`config.mk`:
```
export PLATFORM = sky130hd
export DESIGN_NAME = dfa_ram
export DESIGN_NICKNAME = d
export VERILOG_FILES = /design/src/hdl/dfa_ram.sv
export SDC_FILE = /design/constraint.sdc
export NUM_CORES = 2
export LEC_CHECK = 0
export BUFFER_PORTS_ARGS = -buffer_cell sky130_fd_sc_hd__buf_2
export CORE_MARGIN = 2
export CORE_UTILIZATION = 52
export DETAILED_ROUTE_END_ITERATION = 16
export HOLD_SLACK_MARGIN = 0.08
export PLACE_DENSITY = 0.67
export REMOVE_ABC_BUFFERS = 1
export SLEW_MARGIN = 20
export SYNTH_ARGS = -nofsm -noshare
export SYNTH_HDL_FRONTEND = slang
export SYNTH_SLANG_ARGS = --single-unit
```
`constraint.sdc`:
```
create_clock -name clk -period 7.3 [get_ports clk]
set_clock_uncertainty 0.15 [all_clocks]
set_input_delay 1.46 -clock clk [delete_from_list [all_inputs] [get_ports clk]]
set_output_delay 1.46 -clock clk [all_outputs]
set_load 0.02 [all_outputs]
```
`src/hdl/dfa_ram.sv`:
```
// Generic single-port-write, single-port-read RAM with a registered read.
// No dependencies.
`default_nettype none

module dfa_ram #(
	parameter int WIDTH = 8,
	parameter int DEPTH = 256
) (
	input  logic                     clk,
	input  logic                     we,
	input  logic [$clog2(DEPTH)-1:0] waddr,
	input  logic [WIDTH-1:0]         wdata,
	input  logic [$clog2(DEPTH)-1:0] raddr,
	output logic [WIDTH-1:0]         rdata
);

	logic [WIDTH-1:0] mem [DEPTH];

	always_ff @(posedge clk) begin
		if (we) begin
			mem[waddr] <= wdata;
		end
		rdata <= mem[raddr];
	end

endmodule

`default_nettype wire

```
# --- After elaboration in Yosys (flattened, before gate mapping) ---
# Memory sizes are Yosys's and may differ from the RTL's. A register that Yosys moved wholly into a read port is not among the register bits.
# Index checks and enable logic that the tools add are counted.
op_classes:
  muxes: 2
ops:
  columns: ["op", "count"]
  rows:
  - ["two-way mux 1 bit", 2]
word_totals:
  register_bits: 0
  ram_bits: 2048
  in_bits: 26
  output_inout_bits: 8
  wordCells: 3
  memories: 1
mem_list:
  columns: ["name", "words", "word_bits", "read_ports", "rd_ports_with_merged_regs", "wr", "line", "rtl"]
  rows:
  - ["mem", 256, 8, 1, 1, 1, "17", "logic [WIDTH-1:0] mem [DEPTH];"]

# --- Logic depth before layout (Yosys ltp) ---
logic_depth:
  word_depth: 2
  depth_mapped: 11
  mapped_depth_nobuf: 6

# --- Least setup slack after synthesis ---
# OpenSTA, ideal clock, no wires.
synth_path:
  kind: "in2reg"
  from: "in raddr[0]"
  to: "reg rdata[2] (read register of mem)"
  setup_time_ns: 0.131
  t_arrival_ns: 3.267
  required_time_ns: 7.019
  setup_slack_ns: 3.752
  cell_stages: 9
  n_path_buf: 4
  cell_sequence: "buf_6 -> buf_12 -> buf_8 -> buf_2 -> mux4_2 -> a22oi_1 -> a21oi_1 -> nor4_1 -> nor4_2"
synth_rtl:
  columns: ["item", "line", "rtl"]
  rows:
  - ["start: declaration", "13", "input logic [$clog2(DEPTH)-1:0] raddr,"]
  - ["end: declaration", "14", "output logic [WIDTH-1:0] rdata"]

==> impl_metrics.json <==
{
  "run_status": "finished, final reports clean",
  "synth.area.top_cells": "sky130_fd_sc_hd__edfxtp_1 (77%), sky130_fd_sc_hd__mux4_2 (13%), sky130_fd_sc_hd__mux2i_1 (1.7%)",
  "core_region_mm2": 0.1519,
  "netlist.top_cell.by_area": "sky130_fd_sc_hd__edfxtp_1",
  "number_of_antenna_violations_at_the_first_check_in_global_routing": 16,
  "regToRegStartpoint": "mem[179][5]$_DFFE_PP_",
  "worst_hold_startpoint": "mem[40][3]$_DFFE_PP_",
  "seq_area_frac_synth_pct": 77.50,
  "async_reset_ff_share_pct": 0,
  "area.growth.synth_to_final_pct": 10.73,
  "numCtsBuffers": 194,
  "grt_max_degree": 170,
  "hold_end": "rdata[3]$_DFF_P_",
  "cts-resized-gates": 0,
  "holdBufCountCts": 0,
  "timing.reg2reg.setup_slack_ps": 4270,
  "timing.max_slew.rel_slack_pct": 17.00,
  "critical_path.max_fanout": 36,
  "hold_depth": 6,
  "dpl.hpwl_um": 117200,
  "die_width_um": 395.1,
  "die_h_um": 395.1,
  "cts_sinks": 2056,
  "timing.final.setup_violations": 0,
  "post_synth_inst_count": 3733,
  "grt_overflow_total": 0,
  "multiInputGateArea_mm2": 0.01653,
  "remaining_drc_errors": 0,
  "combinational_family_with_the_most_area_after_synthesis": "multiplexers",
  "synthMostInstantiatedCell": "sky130_fd_sc_hd__edfxtp_1",
  "ys_top_cells_by_count": "sky130_fd_sc_hd__edfxtp_1 (2048), sky130_fd_sc_hd__mux4_2 (454), sky130_fd_sc_hd__nor2_1 (282)",
  "num_io_pins": 34,
  "compound_cell_area_share_of_the_yosys_netlist_pct": 3.419,
  "reg2reg_depth": 5,
  "first_global_vias": 38220,
  "detailedRoute.firstIterationViolations": 5487,
  "cts_post_setup_buffers_inserted": 0,
  "final.period_utilization_pct": 63.60,
  "synth-xor-area-share_pct": 0,
  "layout_min_cycle_time_ps": 4643,
  "clock_path_buffers": 3,
  "buffer_ports.inserted": 33,
  "global_route_wire_length_before_repair_um": 279300,
  "fin_tns_setup_ps": 0,
  "worst_hold_path_type": "flip-flop to flip-flop",
  "vdd_drop_max_mv": 0.2505,
  "yosysTopAreaCellShare_pct": 77.30,
  "dieArea_mm2": 0.1561,
  "cell_area_after_synthesis_mm2": 0.07956,
  "drv.max_cap_violation_count": 0,
  "drt-pass1-iter-count": 8,
  "post_drt_via_cell_ratio": 6.489,
  "final_layout_size_suffix_gt1_share_pct": 21.75,
  "tritoncts_clock_tree": "yes",
  "routed_wl_um": 194800,
  "synth_mux_area_share_pct": 14.62,
  "routed_wire_length_per_instance_um": 32.40,
  "synth-seq-cells": 2056,
  "final_max_slew_viol_count": 0,
  "arrival_time_reported_for_the_critical_path_endpoint_ps": 5220,
  "synth_enable_flop_cells": 2048,
  "gp_congestion": 0.8909,
  "nFillCells": 10770,
  "h-tree-depth": 4,
  "setup.worst_path.end_class": "flip-flop",
  "ant_nets": 0,
  "cp.required_ps": 7880,
  "ys.flop_type": "sky130_fd_sc_hd__edfxtp_1",
  "rr_endpoint": "rdata[5]$_DFF_P_",
  "timing_worst_setup_path_type": "input port to flip-flop",
  "groute.usage.overall_pct": 25.00,
  "synth_area_per_cell_um2": 21.31,
  "start_kind": "input port",
  "initial_util_pct": 52.37,
  "powerDensity_mw_per_mm2": 273.9,
  "grt_setup_unrepaired": "no",
  "cts.reportedPaths.clkPinSlew_ps": 60,
  "clk-insertion-delay-late_ps": 840,
  "power.leakage_nw": 26.96,
  "synth-adder-area-share_pct": 0,
  "clock-root-buffer": "sky130_fd_sc_hd__clkbuf_16",
  "timing_worst_slew_pin_value_ps": 1234,
  "ys.warnings.count": 0,
  "core.rowCount": 143,
  "layoutNonFillerInstCount": 6011,
  "seqCellArea_mm2": 0.06166,
  "post_synth_and_or_nand_nor_area_fraction_pct": 2.628,
  "nets": 3835,
  "synth.distinct_cells": 55,
  "via_count": 39000,
  "max_freq_mhz": 215.4,
  "hold_viol": 0,
  "dpl.cell_count": 5640
}
==> per-layer routing <==
layer | GRT usage [%] | wire (um) | up-vias
met5 | 0 | 53 | -
met4 | 7.579 | 5910 | 8
met3 | 5.124 | 20440 | 329
met2 | 38.16 | 91370 | 2165
met1 | 36.83 | 77010 | 20660
li1 | - | - | 15840
==> power breakdown <==
part | internal (mW) | total (mW) | switching [mW]
sequential | 13.0 | 13.0 | 0.0150
combinational | 0.384 | 1.17 | 0.790
clock | 5.65 | 9.93 | 4.28
==> worst max path at each step <==
stage	cells past startpoint	startpoint	slack, ps	endpoint
2_1_floorplan	6	raddr[2]	3280	rdata[6]$_DFF_P_
3_3_place_gp	8	raddr[1]	1580	rdata[0]$_DFF_P_
3_5_place_dp	9	raddr[2]	2120	rdata[7]$_DFF_P_
4_1_cts	8	raddr[4]	2970	rdata[5]$_DFF_P_
5_1_grt	9	raddr[2]	2680	rdata[7]$_DFF_P_
6_report	9	raddr[2]	2660	rdata[7]$_DFF_P_
==> placed cells by master, fill, tap and decap left out, types with 13 or more instances in the layout <==
master,synthesis,routed
sky130_fd_sc_hd__mux2i_1,134,134
sky130_fd_sc_hd__buf_12,8,14
sky130_fd_sc_hd__mux4_2,454,454
sky130_fd_sc_hd__o22ai_1,28,28
sky130_fd_sc_hd__buf_4,27,65
sky130_fd_sc_hd__clkbuf_16,0,200
sky130_fd_sc_hd__nand3_1,34,31
sky130_fd_sc_hd__a211oi_1,16,16
sky130_fd_sc_hd__edfxtp_1,2048,2048
sky130_fd_sc_hd__bufinv_16,0,17
sky130_fd_sc_hd__a21oi_1,96,96
sky130_fd_sc_hd__nor4_1,24,21
sky130_fd_sc_hd__nand2_1,33,33
sky130_fd_sc_hd__a221oi_1,13,13
sky130_fd_sc_hd__nor3_1,22,22
sky130_fd_sc_hd__clkbuf_1,111,46
sky130_fd_sc_hd__clkinv_1,1,47
sky130_fd_sc_hd__buf_2,31,21
sky130_fd_sc_hd__nor2b_1,31,28
sky130_fd_sc_hd__o221ai_1,46,46
sky130_fd_sc_hd__clkinv_2,0,37
sky130_fd_sc_hd__a22oi_1,133,133
sky130_fd_sc_hd__nor2_1,282,278
==> cell type report <==
class                   instances  share of cell area [%]
diodes                          8                 0.02273
clock buffers                 249                   5.924
clock inverters               111                   1.162
inverters                       2                0.008522
multi-input cells            1442                   18.77
flip-flops and latches       2056                   69.99
well taps                    2030                   2.883
repair buffers                113                   1.237
==> state kept, by name, summed over array words and instances, names as in the netlist <==
name / count
mem: 2048
rdata: 8
==> worst max-delay path, stage by stage <==
cell and delay [ps]:
sky130_fd_sc_hd__buf_4 450, sky130_fd_sc_hd__buf_4 630, sky130_fd_sc_hd__or2b_1 280, sky130_fd_sc_hd__buf_4 260
sky130_fd_sc_hd__o221ai_1 390, sky130_fd_sc_hd__a21oi_1 130, sky130_fd_sc_hd__nor3_1 900, sky130_fd_sc_hd__nor4_1 360
sky130_fd_sc_hd__nor4_1 310
==> cells by family after synthesis <==
logic type	count (synthesis)
multiplexers	591
flip-flops	2056
AO/OA/AOI/OAI	385
AND/OR/NAND/NOR	466
buffers and inverters	235
==> metrics by stage <==
stage	instance area [um^2]	total power [mW]	util [%]	hold WS [ps]	worst slack (ps)
final	88090	24.13	57.99	876.3	2657
after floorplan	78110	13.74	-	613.0	3282
after global placement	81730	14.43	53.80	852.8	1578
after global routing	88090	24.72	57.99	879.3	2681
after detailed placement	81760	14.45	53.82	813.8	2121
after CTS	88000	24.21	57.93	842.3	2974
Power figures use the tool's default switching activity.
